### config.mk
export PLATFORM = sky130hd
export DESIGN_NAME = distinct_window_marker_finder_core
export DESIGN_NICKNAME = d
export VERILOG_FILES = /design/src/design/dwm_pkg.sv /design/src/design/dwm_distinct.sv /design/src/design/distinct_window_marker_finder_core.sv
export SDC_FILE = /design/constraint.sdc
export NUM_CORES = 1
export LEC_CHECK = 0
export ABC_AREA = 1
export ABC_CLOCK_PERIOD_IN_PS = 3000
export BUFFER_PORTS_ARGS = -buffer_cell sky130_fd_sc_hd__buf_2
export CAP_MARGIN = 10
export CELL_PAD_IN_SITES_DETAIL_PLACEMENT = 0
export CELL_PAD_IN_SITES_GLOBAL_PLACEMENT = 1
export CORE_ASPECT_RATIO = 0.6
export CORE_MARGIN = 5
export CORE_UTILIZATION = 46
export CTS_CLUSTER_SIZE = 8
export DETAILED_ROUTE_END_ITERATION = 16
export HOLD_SLACK_MARGIN = 0.12
export PLACE_DENSITY_LB_ADDON = 0.1
export SLEW_MARGIN = 20
export SYNTH_ARGS = -nofsm -noshare
export SYNTH_HDL_FRONTEND = slang
export SYNTH_HIERARCHICAL = 1
export SYNTH_SLANG_ARGS = --single-unit
### constraint.sdc
create_clock -name clk_i -period 3 [get_ports clk_i]
set_input_delay 0.45 -clock clk_i [delete_from_list [all_inputs] [get_ports clk_i]]
set_output_delay 0.45 -clock clk_i [all_outputs]
set_load 0.03 [all_outputs]
### src/design/dwm_pkg.sv
// ----------------------------------------------------------------------------
// dwm_pkg: shared types and constants of the distinct window marker finder
// Request structs for the letter and result channels, field widths and the
// reset value of the window size register.
// ----------------------------------------------------------------------------
package dwm_pkg;

  // field widths fixed by the channel definitions
  localparam int unsigned LetterWidth  = 5;
  localparam int unsigned WsizeWidth   = 5;
  localparam int unsigned PosWidth     = 17;

  // window size after reset
  localparam logic [WsizeWidth-1:0] WsizeReset = WsizeWidth'(4);

  // one letter of a line
  typedef struct packed {
    logic [LetterWidth-1:0] letter;
    logic                   end_of_line;
  } in_req_t;

  // one marker or line-end report
  typedef struct packed {
    logic                found;
    logic [PosWidth-1:0] marker_position;
  } out_req_t;

endpackage

### src/design/dwm_distinct.sv
// ----------------------------------------------------------------------------
// dwm_distinct: all-different check over the active window
// Pairwise compare of every letter slot against every older slot; a pair only
// counts when both slots fall inside the active window size.
// ----------------------------------------------------------------------------
module dwm_distinct #(
  parameter int unsigned MAX_WINDOW = 16,
  parameter int unsigned EFF_WIDTH  = 5
) (
  input  logic [MAX_WINDOW-1:0][dwm_pkg::LetterWidth-1:0] win_i,
  input  logic [EFF_WIDTH-1:0]                            wsize_i,
  output logic                                            distinct_o
);

  // pairwise equality, masked to slots below the window size
  always_comb begin
    distinct_o = 1'b1;
    for (int i = 0; i < MAX_WINDOW; i++) begin
      for (int j = i + 1; j < MAX_WINDOW; j++) begin
        if ((EFF_WIDTH'(j) < wsize_i) && (win_i[i] == win_i[j])) begin
          distinct_o = 1'b0;
        end
      end
    end
  end

endmodule

### src/design/distinct_window_marker_finder_core.sv
// ----------------------------------------------------------------------------
// distinct_window_marker_finder_core: first all-different window in a line
// Takes letters of a line one request at a time and reports once where the
// last window_size letters first all differ, or the line length if never.
// ----------------------------------------------------------------------------
// Usage
//   in channel:  in_valid_i / in_ready_o with one letter and an end-of-line
//                flag per request; the flag marks the last letter of a line.
//   out channel: out_valid_o / out_ready_i with found and marker_position;
//                at most one result request per letter.
//   cfg port:    cfg_we_i writes the window size (1..MAX_WINDOW, 0 acts as
//                1, larger acts as MAX_WINDOW); write only while idle.
// Timing
//   a letter is captured in the input register, evaluated combinationally
//   against the letter history, and its result lands in the output register.
//   throughput is one letter per cycle while out_ready_i stays high, set by
//   the combinational pairwise compare and the one-entry output register.
// Reset and stalls
//   reset clears the history, the letter count and the reported flag and
//   sets the window size to 4. when the receiver stalls with a result
//   pending, the input register fills and in_ready_o drops.
module distinct_window_marker_finder_core #(
  parameter int unsigned MAX_WINDOW      = 16,
  parameter int unsigned MAX_LINE_LENGTH = 65536
) (
  input  logic                                 clk_i,
  input  logic                                 rst_ni,
  input  logic                                 in_valid_i,
  output logic                                 in_ready_o,
  input  dwm_pkg::in_req_t                     in_req_i,
  output logic                                 out_valid_o,
  input  logic                                 out_ready_i,
  output dwm_pkg::out_req_t                    out_req_o,
  input  logic                                 cfg_we_i,
  input  logic [dwm_pkg::WsizeWidth-1:0]       cfg_wdata_i
);

  localparam int unsigned WinWidth = $clog2(MAX_WINDOW + 1);
  localparam int unsigned EffWidth = (WinWidth > dwm_pkg::WsizeWidth) ?
                                     WinWidth : dwm_pkg::WsizeWidth;
  localparam int unsigned CntWidth = $clog2(MAX_LINE_LENGTH + 1);
  localparam int unsigned GeWidth  = (CntWidth > EffWidth) ? CntWidth : EffWidth;
  localparam int unsigned ExtWidth = (CntWidth > dwm_pkg::PosWidth) ?
                                     CntWidth : dwm_pkg::PosWidth;
  localparam int unsigned HistDepth = MAX_WINDOW - 1;

  localparam logic [CntWidth-1:0] MaxCount  = CntWidth'(MAX_LINE_LENGTH);
  localparam logic [EffWidth-1:0] MaxWsize  = EffWidth'(MAX_WINDOW);
  localparam logic [EffWidth-1:0] MinWsize  = EffWidth'(1);

  logic [dwm_pkg::WsizeWidth-1:0] wsize_q;
  logic                           s1_valid_q, s1_valid_d;
  dwm_pkg::in_req_t               s1_req_q;
  logic [HistDepth-1:0][dwm_pkg::LetterWidth-1:0] hist_q, hist_d;
  logic [CntWidth-1:0]            seen_q, seen_d;
  logic                           reported_q, reported_d;
  logic                           out_valid_q, out_valid_d;
  dwm_pkg::out_req_t              out_req_q, out_req_d;

  logic                           s1_go;
  logic [EffWidth-1:0]            wsize_ext, wsize_eff;
  logic [MAX_WINDOW-1:0][dwm_pkg::LetterWidth-1:0] win;
  logic                           distinct;
  logic [CntWidth-1:0]            seen_next;
  logic [ExtWidth-1:0]            seen_ext;
  logic                           hit;

  // window size register
  always_ff @(posedge clk_i or negedge rst_ni) begin
    if (!rst_ni) begin
      wsize_q <= dwm_pkg::WsizeReset;
    end else if (cfg_we_i) begin
      wsize_q <= cfg_wdata_i;
    end
  end

  // effective window size, clamped to 1..MAX_WINDOW
  always_comb begin
    wsize_ext = EffWidth'(wsize_q);
    if (wsize_ext == '0) begin
      wsize_eff = MinWsize;
    end else if (wsize_ext > MaxWsize) begin
      wsize_eff = MaxWsize;
    end else begin
      wsize_eff = wsize_ext;
    end
  end

  // handshake between input register and output register
  assign s1_go      = s1_valid_q && (!out_valid_q || out_ready_i);
  assign in_ready_o = !s1_valid_q || s1_go;

  always_comb begin
    s1_valid_d = s1_valid_q;
    if (in_valid_i && in_ready_o) begin
      s1_valid_d = 1'b1;
    end else if (s1_go) begin
      s1_valid_d = 1'b0;
    end
  end

  // input register
  always_ff @(posedge clk_i or negedge rst_ni) begin
    if (!rst_ni) begin
      s1_valid_q <= 1'b0;
    end else begin
      s1_valid_q <= s1_valid_d;
    end
  end

  always_ff @(posedge clk_i) begin
    if (in_valid_i && in_ready_o) begin
      s1_req_q <= in_req_i;
    end
  end

  // window with the new letter at slot zero
  always_comb begin
    win[0] = s1_req_q.letter;
    for (int k = 1; k < MAX_WINDOW; k++) begin
      win[k] = hist_q[k-1];
    end
  end

  dwm_distinct #(
    .MAX_WINDOW (MAX_WINDOW),
    .EFF_WIDTH  (EffWidth)
  ) u_distinct (
    .win_i      (win),
    .wsize_i    (wsize_eff),
    .distinct_o (distinct)
  );

  // saturating letter count and marker decision
  assign seen_next = (seen_q < MaxCount) ? (seen_q + CntWidth'(1)) : seen_q;
  assign seen_ext  = ExtWidth'(seen_next);
  assign hit       = !reported_q && (GeWidth'(seen_next) >= GeWidth'(wsize_eff)) &&
                     distinct;

  // line state and result register next values
  always_comb begin
    hist_d      = hist_q;
    seen_d      = seen_q;
    reported_d  = reported_q;
    out_valid_d = out_valid_q && !out_ready_i;
    out_req_d   = out_req_q;
    if (s1_go) begin
      out_req_d.found           = hit;
      out_req_d.marker_position = seen_ext[dwm_pkg::PosWidth-1:0];
      out_valid_d               = hit || (s1_req_q.end_of_line && !reported_q);
      if (s1_req_q.end_of_line) begin
        hist_d     = '0;
        seen_d     = '0;
        reported_d = 1'b0;
      end else begin
        hist_d     = win[MAX_WINDOW-2:0];
        seen_d     = seen_next;
        reported_d = reported_q || hit;
      end
    end
  end

  // line state and output register
  always_ff @(posedge clk_i or negedge rst_ni) begin
    if (!rst_ni) begin
      hist_q      <= '0;
      seen_q      <= '0;
      reported_q  <= 1'b0;
      out_valid_q <= 1'b0;
    end else begin
      hist_q      <= hist_d;
      seen_q      <= seen_d;
      reported_q  <= reported_d;
      out_valid_q <= out_valid_d;
    end
  end

  always_ff @(posedge clk_i) begin
    out_req_q <= out_req_d;
  end

  assign out_valid_o = out_valid_q;
  assign out_req_o   = out_req_q;

endmodule

# [Yosys cells after proc, flatten, opt, wreduce, memory -nomap -nowiden]
# Index checks and enable logic that the tools add are counted.
[totals] register_bits=124 input_bits=16 output_inout_bits=20 wordCells=428
[classes] n_addsub=1 magnitude_cmp=18 eq_ne=120 n_mux=129 n_reduce_logical=136
[ops] operator="$eq A5 B5 Y1" count=120
[ops] operator="$logic_and A1 B1 Y1" count=126
[ops] operator="$mux W1" count=124
[ops] operator="$mux W75" count=1
[ops] operator="$lt A4 B5 Y1 const A" count=8
[ops] operator="$mux W17" count=2
[ops] operator="$lt A3 B5 Y1 const A" count=4
[ops] operator="$add A17 B1 Y17 const B" count=1
[ops] operator="$ge A17 B5 Y1" count=1
[ops] operator="$lt A17 B17 Y1 const B" count=1
[ops] operator="$lt A2 B5 Y1 const A" count=2
[ops] operator="$mux W5" count=2
[ops] operator="$gt A5 B5 Y1 const B" count=1
[ops] operator="$logic_not A5 Y1" count=1
[ops] operator="$lt A1 B5 Y1 const A" count=1
[ops] operator="$logic_not A1 Y1" count=4
[ops] operator="$logic_or A1 B1 Y1" count=4
[ops] operator="$reduce_bool A2 Y1" count=1

# [Logic depth before layout (Yosys ltp)]
[depth] ltp_word=128 ltp_mapped=21 mapped_depth_nobuf=20

# [By module]
# Netlist, hierarchy kept.
[by_module_without_submodules] mod="dwm_distinct" n_inst=1 cells_each=1944 area_per_inst_um2=9531.6
[by_module_without_submodules] mod="distinct_window_marker_finder_core" n_inst=1 cells_each=516 area_per_inst_um2=5162.5

# [Least setup slack after synthesis]
# No wires, ideal clock.
[synth_path] kind="reg2reg" from="register wsize_q, in the netlist wsize_ext[2]" to="register reported_q" setup_ns=0.073 arrival_ns=2.189 slack_ns=0.738 stages_incl_launch_ff=22 path_buffers=1 period_less_slack_ns=2.262 path_cell_list="dfstp_2 > nor4_1 > o21ai_0 > inv_1 > nand3_1 > nand2_1 > buf_2 > nand2_1 > inv_1 > nand3_1 > nand2_1 > inv_1 > nand2_1 > nor2_1 > nand2_1 > nor2_1 > nand3_1 > nor2_1 > nand2_1 > inv_1 > nand3_2 > a21oi_2"
[synth_via] elab_chain_cells=128 elab_cells_between_ends=264
[synth_lines] element="from (decl)" line="distinct_window_marker_finder_core.sv:51" source="logic [dwm_pkg::WsizeWidth-1:0] wsize_q;"
[synth_lines] element="from (signal assigned)" line="distinct_window_marker_finder_core.sv:71" source="wsize_q <= dwm_pkg::WsizeReset;"
[synth_lines] element="from (signal assigned)" line="distinct_window_marker_finder_core.sv:73" source="wsize_q <= cfg_wdata_i;"
[synth_lines] element="$gt A5 B5 Y1" line="distinct_window_marker_finder_core.sv:82" source="end else if (wsize_ext > MaxWsize) begin"
[synth_lines] element="$mux W5" line="distinct_window_marker_finder_core.sv:82"
[synth_lines] element="$mux W5 (*)" line="distinct_window_marker_finder_core.sv:80" source="if (wsize_ext == '0) begin"
[synth_lines] element="named net wsize_eff[3]" line="distinct_window_marker_finder_core.sv:61" source="logic [EffWidth-1:0] wsize_ext, wsize_eff;"
[synth_lines] element="$lt A1 B5 Y1" line="dwm_distinct.sv:20" source="if ((EFF_WIDTH'(j) < wsize_i) && (win_i[i] == win_i[j])) begin"
[synth_lines] element="$logic_and A1 B1 Y1" line="dwm_distinct.sv:20"
[synth_lines] element="$mux W1 (119 in a row)" line="dwm_distinct.sv:20"
[synth_lines] element="$mux W1 (*)" line="dwm_distinct.sv:20"
[synth_lines] element="named net distinct" line="distinct_window_marker_finder_core.sv:63" source="logic distinct;"
[synth_lines] element="$logic_and A1 B1 Y1 (*)" line="distinct_window_marker_finder_core.sv:137" source="assign hit = !reported_q && (GeWidth'(seen_next) >= GeWidth'(wsize_eff)) &&"
[synth_lines] element="$logic_or A1 B1 Y1 (*)" line="distinct_window_marker_finder_core.sv:158" source="reported_d = reported_q || hit;"
[synth_lines] element="$mux W1 (*)" line="distinct_window_marker_finder_core.sv:151" source="if (s1_req_q.end_of_line) begin"
[synth_lines] element="to (signal assigned)" line="distinct_window_marker_finder_core.sv:173" source="reported_q <= reported_d;"
[synth_lines] element="to (decl)" line="distinct_window_marker_finder_core.sv:56" source="logic reported_q, reported_d;"
# Mark *: on every way through the listed nets, which the timed path passes. The rest lies on a longest branch.
# A chain may end at the register's enable or synchronous reset.

# [Worst setup path after layout]
# Same ends and word-level chain as after synthesis.

==> results.toml <==
[floorplan]
rows = 50
io_pins = 36
die_x_um = 241
core_area_mm2 = 0.0313
die_h_um = 148
start_util_pct = 46.9
dieArea_mm2 = 0.0357

[power_and_ir_drop]
p_sw_uw = 3280
combPwrFrac_pct = 45.7
powerDensity_mw_per_mm2 = 436
max-vdd-ir-drop_v = 0.000471
internal_power_uw = 4150
seqPwrFrac_pct = 26.1
switching_share_pct = 44.2
p_total_uw = 7430
pwr-share-clk_pct = 28.1
p_leak_uw = 0.00909

[setup_path]
cp-end-kind = "flip-flop"
crit_family = "simple AND/OR/NAND/NOR gates"
setup.worst_path.start_class = "flip-flop"
critPathKind = "reg -> reg"
path_max_fanout = 7
crit_path_top_delay_cell = "dfstp_2"
cp.arrival_ns = 3.34
cp.required_ns = 3.37
cpPeakStageDelay_ns = 0.56
crit_chain = "nor4_4 > o21ai_2 > inv_4 > nor2_4 > nand2_2 > inv_1 > buf_4 > nor2_1 > nand2_1 > nand3_1 > nor2_1 > nand2_1 > nor2_2 > nand3_2 > nor2_4 > nand2_2 > inv_1 > nand3_2 > a21oi_2"
crit_buf_inv = 4

[global_route]
antenna_found_initial = 1
grt_pass1_vias = 16100
grt_overflow = 0
grt_max_degree = 67
grt_use_total_pct = 42.7
gr-max-usage-layer = "met1"
grt_pass1_wl_um = 112000
met2_usage_pct = 53.7
grtUsageMet1_pct = 63.8
grt_util_met3_pct = 19.4

[synth]
netlist_instances = 2460
synth_ff_type = "dfrtp_1"
synth_top_area_share_pct = 22.7
yosysMostFrequentCell = "nand2_1"
yosysSeqAreaShare_pct = 21.9
synth_top_area_cell = "nand2_1"
netlist_top_cells_area = "nand2_1, dfrtp_1, xor2_1, nor2_1, xnor2_1"
yosysUniqueCellTypes = 37
syn_nets = 2482
netlist_area_mm2 = 0.0147
ys_seq_elements = 124
synth_edf_count = 24
async_flop_share_pct = 80.6
synth_top_cells_by_count = "nand2_1, nor2_1, inv_1"
synth_warnings = 6
syn_avg_cell_area_um2 = 5.97

[detailed_routing]
routed_wl_um = 78500
drcViolationCount = 0
routedWlPerCell_um = 26.3
ant_nets = 0
num_vias = 17700
first_pass_iters = 7
dr.first_iter.drc_count = 3143
drt-vias-per-instance = 5.96

[placed_design]
dp_hpwl_um = 57500
dp_slack_ns = -0.352
port_buffers = 35
gp_congestion = 1.10

[flow_run]
max_cap_violations = 0

[sta]
maxSlewViolCount = 0
setup_viol = 0
max_slew_margin_pct = 43.2
hold_viol_final = 0
layout_setup_ws_ns = 0.0342
fmax_mhz = 337
worst_pin_slew_ns = 0.851
period_share_pct = 98.9
clock_skew_ns = 0.0178
final.min_clock_period_ns = 2.97
fin_setup_tns_ns = 0
hold_ws_ns = 0.176

[clock_tree]
clkTransAtPathRegs_ns = 0.07
cts-root-buf = "clkbuf_16"
htree_levels = 4
clk_path_buf_depth = 2
cts_sinks = 124
numCtsBuffers = 17
insertion_delay_ns = 0.45
cts_tree = "done"

[outcome]
status = "finished clean"

[finish]
num-fill-cells = 3197
nets = 2570
drive_above_1_share_pct = 14.6
syn2layout_area_growth_pct = 16.1
final_core_util_pct = 54.4

[worst_hold_path]
min_path_type = "in -> reg"
-- cells by family after synthesis --
kind of cell / after synthesis / synth area share [%]
buf+inv: 417 / 13.1
xor+xnor: 295 / 17.6
compound gates: 173 / 6.80
mux: 2 / 0.153
fa+ha+maj: 6 / 0.511
flops: 124 / 21.9
simple gates: 1443 / 39.8
-- cells in the final DEF, fill, tap and decap left out, types with 3 or more instances in the layout --
master and instances:
nand2_1 881, nor2_1 306, buf_4 204, inv_1 193, xor2_1 167, xnor2_1 126
nand3_1 119, dfrtp_1 98, o22ai_1 79, nand4_1 53, o21ai_0 43, a21oi_1 35
buf_2 34, edfxtp_1 24, nor2_2 23, nor3_1 22, buf_12 22, nand2_2 18
clkbuf_16 18, clkinv_1 17, nor2_4 8, inv_2 8, nand3_2 7, ha_1 6
nand3b_1 5, inv_6 4, buf_6 4, a22oi_1 4, inv_4 3, a21oi_2 3
clkinv_4 3, clkinv_2 3
-- flip-flops by register name, indices dropped and copies added (netlist names) --
register,cells
hist_q,75
out_req_o,18
out_valid_o,1
reported_q,1
s1_req_q,6
s1_valid_q,1
seen_q,17
wsize_ext,5
-- repair_timing --
action	CTS	global route
pin swaps	2	15
gates resized for setup	12	39
setup buffers	6	3
setup endpoints to repair	3	3
hold buffers	1	0
endpoints found under the hold margin	51	0
-- per-stage QoR --
stage	instances	cell area, um2
2_1_floorplan	2460	14700
3_3_place_gp	2936	16200
3_5_place_dp	2936	16200
4_1_cts	2975	16900
5_1_grt	2977	17100
6_report	2979	17100
-- power groups by stage --
stage	Clock, uW	Combinational, uW	Sequential (uW)
after CTS	2090	3160	1940
after global placement	0	3110	1960
after global routing	2190	3590	1950
final	2090	3400	1940
after detailed placement	0	3110	1970
after floorplan	0	1930	1980
-- area by class of cell --
cell class                      instances  area (um2)  share of cell area, %
Timing Repair Buffer                  265        2200                   12.9
Antenna cell                            2        5.00                 0.0293
Clock buffer                           20         458                   2.69
Multi-Input combinational cell       1919        9700                   56.9
Inverter                              221         840                   4.92
Tap cell                              416         520                   3.05
Sequential cell                       124        3230                   18.9
Clock inverter                         12         111                  0.653
-- routing by layer --
| layer | routed length (um) | part of all wire (%) |
|---|---|---|
| met1 | 33300 | 42 |
| met3 | 13900 | 18 |
| met2 | 28300 | 36 |
| met5 | 0 | 0 |
| met4 | 2950 | 3.8 |
-- worst paths after layout --
check / start / end / slack [ns] / cells after the start
max: wsize_ext[2]$_DFFE_PN1P_ / reported_q$_DFFE_PN0P_ / 0.03 / 19
min: in_req_i[1] / s1_req_q[1]$_DFFE_PP_ / 0.18 / 1
max reg2reg: wsize_ext[2]$_DFFE_PN1P_ / reported_q$_DFFE_PN0P_ / 0.03 / 19
min reg2reg: s1_valid_q$_DFFE_PN0P_ / s1_valid_q$_DFFE_PN0P_ / 0.53 / 2
max in group asynchronous: rst_ni / wsize_ext[2]$_DFFE_PN1P_ / 1.55 / 3
min in group asynchronous: rst_ni / seen_q[12]$_DFFE_PN0P_ / 0.63 / 2
Power figures use the tool's default switching activity.
